<file path="config.mk">
export PLATFORM = sky130hd
export DESIGN_NAME = indexed_circular_deque
export DESIGN_NICKNAME = d
export VERILOG_FILES = /design/src/icdq_pkg.sv /design/src/indexed_circular_deque.sv
export SDC_FILE = /design/constraint.sdc
export NUM_CORES = 1
export LEC_CHECK = 0
export BUFFER_PORTS_ARGS = -buffer_cell sky130_fd_sc_hd__clkbuf_2
export CORE_MARGIN = 2
export CORE_UTILIZATION = 67
export DETAILED_ROUTE_END_ITERATION = 6
export GPL_TIMING_DRIVEN = 0
export PLACE_DENSITY = 0.85
export SYNTH_ARGS = -nofsm -noshare
export SYNTH_HDL_FRONTEND = slang
export SYNTH_SLANG_ARGS = --single-unit
</file>
<file path="constraint.sdc">
create_clock -name clk -period 7.3 [get_ports clk]
set_input_delay 0.73 -clock clk [delete_from_list [all_inputs] [get_ports clk]]
set_output_delay 0.73 -clock clk [all_outputs]
set_load 0.01 [all_outputs]
</file>
<file path="src/icdq_pkg.sv">
// Package: operation and status codes for the indexed circular deque.
`timescale 1ns / 1ps
package icdq_pkg;

	// operation codes carried on func
	localparam logic [1:0] FUNC_INSERT = 2'd0;
	localparam logic [1:0] FUNC_REMOVE = 2'd1;
	localparam logic [1:0] FUNC_GET    = 2'd2;
	localparam logic [1:0] FUNC_SET    = 2'd3;

	// result status codes
	localparam logic [1:0] STATUS_OK        = 2'd0;
	localparam logic [1:0] STATUS_BAD_INDEX = 2'd1;
	localparam logic [1:0] STATUS_FULL      = 2'd2;

endpackage

</file>
<file path="src/indexed_circular_deque.sv">
// Indexed circular deque: ring store of DEPTH words addressed by logical index.
`timescale 1ns / 1ps
// The deque keeps up to DEPTH words in one synchronous single-port-write
// memory used as a ring; head is the slot of element 0. One item is worked
// at a time and each item gives exactly one result beat. The result beat is
// offered in the same cycle that the block becomes free to take the next
// item. An insert or a remove in the middle shifts n words, where n is the
// number of words on the side that moves: count - index for an insert at or
// past half the count, else index; count - 1 - index for a remove at or past
// half the count, else index. It is at most DEPTH/2. The memory moves one
// word per cycle (read one slot, write it one slot over on the next cycle),
// which sets the cost of the middle cases. While a result beat waits on
// out_stall the block still takes the next item and holds its result until
// the output register frees. Reset needs no clearing pass.
module indexed_circular_deque
	import icdq_pkg::*;
#(
	parameter int DEPTH     = 16,
	parameter int WORD_BITS = 32
) (
	input  logic                         clk,
	input  logic                         arst_n,
	input  logic                         in_valid,
	output logic                         in_stall,
	input  logic [1:0]                   func,
	input  logic [$clog2(DEPTH+1)-1:0]   index,
	input  logic [WORD_BITS-1:0]         value,
	output logic                         out_valid,
	input  logic                         out_stall,
	output logic [WORD_BITS-1:0]         data,
	output logic [$clog2(DEPTH+1)-1:0]   count,
	output logic [1:0]                   status
);

	localparam int AW = $clog2(DEPTH);
	localparam int CW = $clog2(DEPTH + 1);

	localparam logic [2:0] ST_IDLE  = 3'd0;
	localparam logic [2:0] ST_RDATA = 3'd1;
	localparam logic [2:0] ST_MOVE  = 3'd2;
	localparam logic [2:0] ST_FIN   = 3'd3;
	localparam logic [2:0] ST_DONE  = 3'd4;

	// ring add modulo DEPTH
	function automatic logic [AW-1:0] ring_add(input logic [AW-1:0] base,
			input logic [AW-1:0] off);
		logic [AW:0] sum;
		sum = {1'b0, base} + {1'b0, off};
		if (sum >= (AW+1)'(DEPTH)) begin
			sum = sum - (AW+1)'(DEPTH);
		end
		return sum[AW-1:0];
	endfunction

	logic [WORD_BITS-1:0] mem [DEPTH];
	logic [WORD_BITS-1:0] rd_q;

	logic [2:0]           state_q;
	logic [AW-1:0]        head_q;
	logic [CW-1:0]        fill_q;
	logic [AW-1:0]        src_q;
	logic [CW-1:0]        left_q;
	logic                 dir_up_q;
	logic                 fin_wr_q;
	logic [AW-1:0]        fin_addr_q;
	logic [WORD_BITS-1:0] fin_data_q;
	logic [WORD_BITS-1:0] res_data_q;
	logic [1:0]           res_status_q;
	logic                 wr_pend_s1;
	logic [AW-1:0]        wr_addr_s1;

	logic                 out_valid_q;
	logic [WORD_BITS-1:0] out_data_q;
	logic [CW-1:0]        out_count_q;
	logic [1:0]           out_status_q;

	logic                 accept;
	logic                 out_free;

	// decode of the incoming item
	logic [2:0]           d_state;
	logic [1:0]           d_status;
	logic [AW-1:0]        d_head;
	logic [CW-1:0]        d_fill;
	logic                 d_we;
	logic [AW-1:0]        d_waddr;
	logic [AW-1:0]        d_src;
	logic [CW-1:0]        d_left;
	logic                 d_dir_up;
	logic                 d_fin_wr;
	logic [AW-1:0]        d_fin_addr;
	logic [WORD_BITS-1:0] d_res_data;
	logic [AW-1:0]        phys_idx;
	logic [AW-1:0]        head_dec;
	logic [AW-1:0]        head_inc;
	logic [CW-1:0]        idx_m1;
	logic [CW-1:0]        idx_p1;
	logic [CW-1:0]        fill_m1;
	logic [CW-1:0]        half_fill;

	// memory port
	logic                 we_c;
	logic [AW-1:0]        waddr_c;
	logic [WORD_BITS-1:0] wdata_c;
	logic [AW-1:0]        raddr_c;

	assign accept    = in_valid && !in_stall;
	assign in_stall  = (state_q != ST_IDLE);
	assign out_free  = !out_valid_q || !out_stall;

	assign out_valid = out_valid_q;
	assign data      = out_data_q;
	assign count     = out_count_q;
	assign status    = out_status_q;

	assign phys_idx  = ring_add(head_q, index[AW-1:0]);
	assign head_dec  = ring_add(head_q, AW'(DEPTH - 1));
	assign head_inc  = ring_add(head_q, AW'(1));
	assign idx_m1    = index - CW'(1);
	assign idx_p1    = index + CW'(1);
	assign fill_m1   = fill_q - CW'(1);
	assign half_fill = fill_q >> 1;

	// plan the item: checks, pointer updates, shift range and final write
	always_comb begin
		d_state    = ST_DONE;
		d_status   = STATUS_OK;
		d_head     = head_q;
		d_fill     = fill_q;
		d_we       = 1'b0;
		d_waddr    = phys_idx;
		d_src      = head_q;
		d_left     = '0;
		d_dir_up   = 1'b1;
		d_fin_wr   = 1'b0;
		d_fin_addr = phys_idx;
		d_res_data = '0;
		unique case (func)
			FUNC_INSERT: begin
				if (index > fill_q) begin
					d_status = STATUS_BAD_INDEX;
				end else if (fill_q == CW'(DEPTH)) begin
					d_status = STATUS_FULL;
				end else if (index == fill_q) begin
					d_fill  = fill_q + CW'(1);
					d_we    = 1'b1;
					d_waddr = ring_add(head_q, fill_q[AW-1:0]);
				end else if (index == '0) begin
					d_head  = head_dec;
					d_fill  = fill_q + CW'(1);
					d_we    = 1'b1;
					d_waddr = head_dec;
				end else if (index >= half_fill) begin
					// open a gap by pushing the back side toward the tail
					d_state    = ST_MOVE;
					d_fill     = fill_q + CW'(1);
					d_src      = ring_add(head_q, fill_m1[AW-1:0]);
					d_left     = fill_q - index;
					d_dir_up   = 1'b0;
					d_fin_wr   = 1'b1;
					d_fin_addr = phys_idx;
				end else begin
					// open a gap by pulling the front side toward the head
					d_state    = ST_MOVE;
					d_head     = head_dec;
					d_fill     = fill_q + CW'(1);
					d_src      = head_q;
					d_left     = index;
					d_dir_up   = 1'b1;
					d_fin_wr   = 1'b1;
					d_fin_addr = ring_add(head_q, idx_m1[AW-1:0]);
				end
			end
			FUNC_REMOVE: begin
				if (index >= fill_q) begin
					d_status = STATUS_BAD_INDEX;
				end else begin
					d_state = ST_RDATA;
					d_fill  = fill_m1;
					if (index == '0) begin
						d_head = head_inc;
					end else if (index == fill_m1) begin
						d_head = head_q;
					end else if (index >= half_fill) begin
						d_src    = ring_add(head_q, idx_p1[AW-1:0]);
						d_left   = fill_m1 - index;
						d_dir_up = 1'b1;
					end else begin
						d_src    = ring_add(head_q, idx_m1[AW-1:0]);
						d_left   = index;
						d_dir_up = 1'b0;
						d_head   = head_inc;
					end
					if (fill_m1 == '0) begin
						d_head = '0;
					end
				end
			end
			FUNC_GET: begin
				if (index >= fill_q) begin
					d_status = STATUS_BAD_INDEX;
				end else begin
					d_state = ST_RDATA;
				end
			end
			FUNC_SET: begin
				if (index >= fill_q) begin
					d_status = STATUS_BAD_INDEX;
				end else begin
					d_we       = 1'b1;
					d_res_data = value;
				end
			end
			default: begin
				d_status = STATUS_BAD_INDEX;
			end
		endcase
	end

	// memory port select: item write, shift write-back, or final insert write
	always_comb begin
		we_c    = 1'b0;
		waddr_c = wr_addr_s1;
		wdata_c = rd_q;
		raddr_c = src_q;
		if (accept) begin
			we_c    = d_we;
			waddr_c = d_waddr;
			wdata_c = value;
			raddr_c = phys_idx;
		end else if (wr_pend_s1) begin
			we_c = 1'b1;
		end else if (state_q == ST_FIN && fin_wr_q) begin
			we_c    = 1'b1;
			waddr_c = fin_addr_q;
			wdata_c = fin_data_q;
		end
	end

	// ring store: one write, one registered read per cycle
	always_ff @(posedge clk) begin
		if (we_c) begin
			mem[waddr_c] <= wdata_c;
		end
		rd_q <= mem[raddr_c];
	end

	// hold the plan of the current item
	always_ff @(posedge clk) begin
		if (accept) begin
			fin_addr_q <= d_fin_addr;
			fin_data_q <= value;
		end
	end

	// sequencer: read, shift, final write, hand over the result
	always_ff @(posedge clk or negedge arst_n) begin
		if (!arst_n) begin
			state_q      <= ST_IDLE;
			head_q       <= '0;
			fill_q       <= '0;
			src_q        <= '0;
			left_q       <= '0;
			dir_up_q     <= 1'b0;
			fin_wr_q     <= 1'b0;
			res_data_q   <= '0;
			res_status_q <= STATUS_OK;
			wr_pend_s1   <= 1'b0;
			wr_addr_s1   <= '0;
		end else begin
			unique case (state_q)
				ST_IDLE: begin
					if (accept) begin
						state_q      <= d_state;
						head_q       <= d_head;
						fill_q       <= d_fill;
						src_q        <= d_src;
						left_q       <= d_left;
						dir_up_q     <= d_dir_up;
						fin_wr_q     <= d_fin_wr;
						res_data_q   <= d_res_data;
						res_status_q <= d_status;
					end
				end
				ST_RDATA: begin
					res_data_q <= rd_q;
					state_q    <= (left_q != '0) ? ST_MOVE : ST_DONE;
				end
				ST_MOVE: begin
					if (left_q != '0) begin
						// read the next source word; write it one slot back next cycle
						src_q      <= dir_up_q ? ring_add(src_q, AW'(1))
						                       : ring_add(src_q, AW'(DEPTH - 1));
						wr_addr_s1 <= dir_up_q ? ring_add(src_q, AW'(DEPTH - 1))
						                       : ring_add(src_q, AW'(1));
						wr_pend_s1 <= 1'b1;
						left_q     <= left_q - CW'(1);
					end else begin
						wr_pend_s1 <= 1'b0;
						state_q    <= ST_FIN;
					end
				end
				ST_FIN: begin
					state_q <= ST_DONE;
				end
				ST_DONE: begin
					if (out_free) begin
						state_q <= ST_IDLE;
					end
				end
				default: begin
					state_q <= ST_IDLE;
				end
			endcase
		end
	end

	// output register: load a finished result, drop it once taken
	always_ff @(posedge clk or negedge arst_n) begin
		if (!arst_n) begin
			out_valid_q <= 1'b0;
		end else if (state_q == ST_DONE && out_free) begin
			out_valid_q <= 1'b1;
		end else if (!out_stall) begin
			out_valid_q <= 1'b0;
		end
	end

	always_ff @(posedge clk) begin
		if (state_q == ST_DONE && out_free) begin
			out_data_q   <= res_data_q;
			out_count_q  <= fill_q;
			out_status_q <= res_status_q;
		end
	end

endmodule
</file>
==> flow_metrics.env, run 1 <==
export IMPL_criticalPathCategory="in2reg"
export IMPL_synth_seq_cells=682
export IMPL_synth_top_area_share_pct=63.6
export IMPL_holdBufCountCts=0
export IMPL_wl_per_cell_um=32.2
export IMPL_synthCells=1561
export IMPL_place_gp_congestion=0.955
export IMPL_ys_seq_area_share_pct=71.7
export IMPL_power_leakage_nw=11.3
export IMPL_fp_row_count=74
export IMPL_drv_slew=0
export IMPL_fillers=2022
export IMPL_grt_pass1_vias=17344
export IMPL_synthDistinctLibCells=76
export IMPL_synth_area_top_cells="edfxtp_1 (64%), mux4_2 (10%), dfrtp_1 (5.7%), dfxtp_1 (2.3%), ha_1 (1.9%)"
export IMPL_dieArea_sq_um=43000
export IMPL_final_cell_mix="edfxtp_1 (587), mux4_2 (128), nand2_1 (98)"
export IMPL_max_slew_margin_pct=13.2
export IMPL_min_path_type="in2async"
export IMPL_first_pass_iters=6
export IMPL_ir_worst_vdd_mv=0.267
export IMPL_arrival_ps=5260
export IMPL_synthToLayoutAreaGrowth_pct=14.8
export IMPL_synth_area_sq_um=27700
export IMPL_drive_gt1_share_pct=24.5
export IMPL_combPwrFrac_pct=38.1
export IMPL_multiInputGateArea_sq_um=7300
export IMPL_crit_path_start_kind="input port"
export IMPL_fin_worst_hold_slack_ps=91.9
export IMPL_start_util_pct=67.8
export IMPL_vias=16941
export IMPL_final_common_cell="edfxtp_1"
export IMPL_grtUsageTotal_pct=35.7
export IMPL_grt_pass1_wl_um=112000
export IMPL_synth_top_cell_by_area="edfxtp_1"
export IMPL_grt_setup_unrepaired="false"
export IMPL_cts_setup_buffers=0
export IMPL_seqPwrFrac_pct=39.3
export IMPL_ys_async_sr_fraction_pct=9.24
export IMPL_drtIter0Drc=2826
export IMPL_antenna_found_initial=0
export IMPL_clkTransAtPathRegs_ps=60
export IMPL_tritoncts="done"
export IMPL_ant_nets=0
export IMPL_n_antenna_cell=0
export IMPL_p_clk_share_pct=22.7
export IMPL_synth_main_ff_cell="edfxtp_1"
export IMPL_cap_violations=0
export IMPL_status="completed"
export IMPL_ys_warn_count=0
export IMPL_die_width_um=207
export IMPL_syn_nets=1652
export IMPL_reg2reg_depth=11
export IMPL_grt_overflow=0
export IMPL_regArea_sq_um=19800
export IMPL_setup_violations=0
export IMPL_max_freq_ghz=0.201
export IMPL_internal_power_mw=9.86
export IMPL_critPathCaptureType="flip-flop"
export IMPL_p_total_mw=15.5
export IMPL_fp_dieH_um=207
export IMPL_syn_area_per_cell_sq_um=17.7
export IMPL_worstMarginPinSlew_ps=1300
export IMPL_ioPinCount=84
export IMPL_cts_num_sinks=682
export IMPL_drt_wl_total_um=75700
export IMPL_final_nets=1861
export IMPL_drc_errors=0
export IMPL_finalHoldViolCount=0
export IMPL_core_sq_um=40800
export IMPL_cts_made_buffers=66
export IMPL_clockRootBuffer="clkbuf_16"
export IMPL_crit_required_ps=7600
export IMPL_via_per_inst=7.20
export IMPL_cts_buffer_depth=3
export IMPL_portBuffers=83
export IMPL_post_route_min_period_ps=4960
export IMPL_clock_latency_ps=610
export IMPL_critPathMaxFanout=10
export IMPL_setup_tns_ps=0
export IMPL_cts_resized=0
export IMPL_swShare_pct=36.2
export IMPL_p_per_area_nw_per_um2=486
export IMPL_grt_max_degree=41
export IMPL_synth_edf_count=587
export IMPL_skew_ps=34.4
export IMPL_fin_crit_sh_pct=68.0
export IMPL_dp_hpwl_um=46600
export IMPL_p_sw_mw=5.61
export IMPL_cts_max_level=3
-- layout make-up --
cell class | count | share of cell area (%)
Sequential cell | 682 | 62.4
Buffer | 77 | 1.26
Tap cell | 532 | 2.09
Inverter | 65 | 0.771
Multi-Input combinational cell | 737 | 23.0
Clock inverter | 26 | 0.988
Clock buffer | 93 | 5.87
Timing Repair Buffer | 141 | 3.63
-- path summary, 6_finish.rpt --
| path | from | slack (ps) | endpoint |
|---|---|---|---|
| setup / recovery | index[2] | 2340 | mem[11][25]$_DFFE_PP_ |
| hold / removal | arst_n | 90 | fill_q[0]$_DFFE_PN0P_ |
| setup reg to reg | fill_q[1]$_DFFE_PN0P_ | 2450 | mem[11][25]$_DFFE_PP_ |
| hold reg to reg | res_data_q[5]$_DFFE_PN0P_ | 440 | data[5]$_DFFE_PP_ |
| max in group asynchronous | arst_n | 6590 | res_data_q[26]$_DFFE_PN0P_ |
| min in group clk | value[13] | 340 | fin_data_q[13]$_DFFE_PP_ |
-- metrics by stage --
stage | util [%] | cells | setup slack, ps | area, sq um
floorplan | - | 1561 | 1860 | 27700
global placement | 70.5 | 2176 | -1320 | 28800
detailed placement | 72.5 | 2231 | 1950 | 29600
CTS | 77.8 | 2350 | 2530 | 31800
global route | 77.9 | 2353 | 2220 | 31800
finish | 77.9 | 2353 | 2340 | 31800
-- flip-flops by register name, indices dropped and copies added (netlist names) --
| signal | count |
|---|---|
| count | 5 |
| data | 32 |
| dir_up_q | 1 |
| fill_q | 5 |
| fin_addr_q | 4 |
| fin_data_q | 32 |
| fin_wr_q | 1 |
| head_q | 4 |
| left_q | 5 |
| mem | 512 |
| out_valid | 1 |
| rd_q | 32 |
| res_data_q | 32 |
| res_status_q | 2 |
| src_q | 4 |
| state_q | 3 |
| status | 2 |
| wr_addr_s1 | 4 |
| wr_pend_s1 | 1 |
-- worst max-delay path, stage by stage --
cell and delay, ps:
clkbuf_2 160, buf_2 270, inv_1 110, ha_1 390
and3_1 230, o21ai_0 270, and2_1 290, o41ai_1 630
a21bo_2 300, clkbuf_1 250, nor3_2 990, buf_8 260
buf_8 180, buf_6 200
-- cells in the mapped netlist, drive strengths merged (5+ instances only) --
master	count
fa	7
edfxtp	587
nand3	14
xor2	15
xnor2	17
nor2b	6
ha	41
nor3	33
a21oi	32
o21ai	65
a22oi	68
mux2	6
dfxtp	32
o31ai	5
nor2	33
mux4	128
a31oi	9
clkbuf	27
dfrtp	63
inv	64
mux2i	40
nand2	98
a222oi	32
a21o	13
buf	50
-- power groups by stage --
stage / clock network [mW] / logic [mW] / registers, mW
global placement: 0 / 5.08 / 6.11
detailed placement: 0 / 5.56 / 6.11
global route: 3.65 / 6.21 / 6.12
finish: 3.50 / 5.89 / 6.08
CTS: 3.51 / 5.74 / 6.08
floorplan: 0 / 3.68 / 6.01
-- layer usage --
layer / GRT usage (%) / up-vias / routed length [um]
met5: 0 / - / 0
li1: - / 6708 / -
met2: 57.0 / 1507 / 36600
met4: 16.0 / 0 / 3580
met3: 9.59 / 299 / 9940
met1: 46.9 / 8427 / 25600
-- logic make-up (layout without fill, tap and decap cells) --
logic type      count (synthesis)  in the layout  synth area share [%]
compound gates                265            265                  6.80
xor+xnor                       32             32                  1.01
fa+ha+maj                      48             48                  2.36
buf+inv                       142            402                  2.33
flops                         682            682                  71.7
mux                           174            174                  12.1
simple gates                  218            218                  3.75
Power figures use the tool's default switching activity.
==> run 2: changes to the inputs <==
Settings changed: CORE_UTILIZATION 67 to 62, PLACE_DENSITY 0.85 to 0.79.
Clock period 7.3 ns to 4.9 ns, I/O delays scaled along.
==> run 2 against run 1 <==
Against the previous run:
- cell area is 0.70% higher
- first-iteration DRC count is 16% lower
- via count is 3.2% lower
- worst hold slack better by 8.7 ps
- non-clock buffer count is 3 lower
- global-route usage is 4.5 points lower
- sequential power is 48% higher
- worst setup slack worse by 2100 ps
- die area is 7.9% higher
- clock power is 47% higher
==> flow_metrics.env, run 2 (synthesis gave the netlist of run 1 again) <==
export IMPL_fillers=2606
export IMPL_seqPwrFrac_pct=39.5
export IMPL_post_route_min_period_ps=4660
export IMPL_power_leakage_nw=11.4
export IMPL_clockRootBuffer="clkbuf_16"
export IMPL_place_gp_congestion=0.916
export IMPL_cts_made_buffers=68
export IMPL_reg2reg_depth=9
export IMPL_grt_pass1_wl_um=105000
export IMPL_grtUsageTotal_pct=31.2
export IMPL_pre_cts_slack_ps=-97.7
export IMPL_r2r_end="mem[1][23]$_DFFE_PP_"
export IMPL_clkTransAtPathRegs_ps=60
export IMPL_finalWorstSetupSlack_ps=242
export IMPL_crit_path_start_kind="flip-flop"
export IMPL_die_width_um=215
export IMPL_largest_register_ff_count=512
export IMPL_final_util_pct=72.5
export IMPL_portBuffers=83
export IMPL_wl_per_cell_um=29.2
export IMPL_internal_power_mw=14.7
export IMPL_cts_max_level=3
export IMPL_p_per_area_nw_per_um2=712
export IMPL_drt_wl_total_um=70500
export IMPL_ant_nets=0
export IMPL_status="completed"
export IMPL_p_clk_share_pct=22.5
export IMPL_drc_errors=0
export IMPL_max_freq_ghz=0.215
export IMPL_final_common_cell="edfxtp_1"
export IMPL_clock_latency_ps=610
export IMPL_dieArea_sq_um=46400
export IMPL_worstMarginPinSlew_ps=1150
export IMPL_final_cell_mix="edfxtp_1 (587), mux4_2 (128), nand2_1 (98)"
export IMPL_n_antenna_cell=0
export IMPL_grt_setup_unrepaired="false"
export IMPL_crit_required_ps=5200
export IMPL_min_path_type="in2reg"
export IMPL_critPathCapture="mem[1][23]$_DFFE_PP_"
export IMPL_dp_hpwl_um=45000
export IMPL_combPwrFrac_pct=38.0
export IMPL_drive_gt1_share_pct=24.9
export IMPL_drtIter0Drc=2363
export IMPL_max_slew_margin_pct=22.7
export IMPL_fp_dieH_um=215
export IMPL_criticalPathCategory="reg2reg"
export IMPL_start_util_pct=62.8
export IMPL_skew_ps=27.1
export IMPL_tritoncts="done"
export IMPL_core_sq_um=44100
export IMPL_cts_setup_buffers=0
export IMPL_final_nets=1860
export IMPL_vias=16394
export IMPL_grt_pass1_vias=16875
export IMPL_cap_violations=0
export IMPL_ir_worst_vdd_mv=0.376
export IMPL_synthToLayoutAreaGrowth_pct=15.6
export IMPL_swShare_pct=35.6
export IMPL_top_register="mem"
export IMPL_cts_num_sinks=682
export IMPL_cts_buffer_depth=3
export IMPL_first_pass_iters=7
export IMPL_drv_slew=0
export IMPL_fin_crit_sh_pct=95.1
export IMPL_antenna_found_initial=0
export IMPL_regToRegSetupSlack_ps=240
export IMPL_fp_row_count=77
export IMPL_crit_start="fill_q[1]$_DFFE_PN0P_"
export IMPL_critPathMaxFanout=14
export IMPL_p_sw_mw=8.11
export IMPL_r2r_start="fill_q[1]$_DFFE_PN0P_"
export IMPL_setup_violations=0
export IMPL_arrival_ps=4960
export IMPL_via_per_inst=6.79
export IMPL_grt_max_degree=46
export IMPL_grt_overflow=0
export IMPL_finalHoldViolCount=0
export IMPL_ioPinCount=84
export IMPL_critPathCaptureType="flip-flop"
-- run 2: cell count changes in the layout (fill, tap and decap cells not counted), moves of 6 or more --
cell      delta
nor3_4       +8
clkbuf_1    -10
buf_16      +10
buf_6        -8
buf_4        +6
nor3_2       -8
buf_8       -11
clkinv_2     +9
-- run 2: critical path, cell delays in order (launching register included) --
cell and delay, ps:
dfrtp_1 560, ha_1 430, nor2b_1 180, o21ai_0 260
and2_1 300, o41ai_1 610, nand3_1 730, nor3_4 840
buf_16 240, buf_16 190
-- run 2: power by group through the flow --
stage,logic [mW],registers [mW],clock network [mW]
finish,8.66,8.99,5.14
global route,9.22,9.07,5.39
CTS,8.50,9.01,5.18
detailed placement,8.34,9.09,0
global placement,7.66,9.09,0
floorplan,5.52,8.94,0
-- run 2: worst min path at each step --
stage | start | end | slack (ps) | depth (start not counted)
2_1_floorplan | arst_n | dir_up_q$_DFFE_PN0P_ | 190 | 0
3_3_place_gp | res_data_q[20]$_DFFE_PN0P_ | data[20]$_DFFE_PP_ | 430 | 0
3_5_place_dp | res_data_q[24]$_DFFE_PN0P_ | data[24]$_DFFE_PP_ | 430 | 0
6_report | value[15] | fin_data_q[15]$_DFFE_PP_ | 100 | 1
5_1_grt | value[19] | fin_data_q[19]$_DFFE_PP_ | 90 | 1
4_1_cts | value[15] | fin_data_q[15]$_DFFE_PP_ | 80 | 1
-- run 2: routing by layer --
| layer | part of all wire (%) | GRT usage (%) | vias to the layer above |
|---|---|---|---|
| li1 | - | - | 6722 |
| met1 | 36 | 41.4 | 8337 |
| met2 | 49 | 50.9 | 1116 |
| met3 | 9.9 | 5.86 | 219 |
| met4 | 4.4 | 14.0 | 0 |
| met5 | 0 | 0 | - |
-- run 2: final cells by class --
type	count	area, sq um	share of cell area (%)
buffer	77	402	1.25
clock buffer	84	1840	5.76
clock inverter	39	357	1.11
inverter	65	245	0.766
multi-input combinational	737	7350	23.0
sequential	682	19800	62.0
tap	592	741	2.31
timing repair buffer	138	1220	3.83
-- run 2: repair_timing --
action | 4_1_cts | 5_1_grt
hold buffers | 1 | 0
hold endpoints to repair | 18 | 0
resized for setup | 0 | 0
-- run 2: per-stage QoR --
stage               total power, mW  setup TNS (ps)  hold WS (ps)  area, sq um  instances
finish                         22.8               0           101        32000       2414
floorplan                      14.5          -69040           194        27700       1561
detailed placement             17.4           -2320           435        29700       2284
global placement               16.7        -1237120           433        28900       2236
CTS                            22.7               0          75.0        32000       2408
global route                   23.7               0          91.5        32000       2414
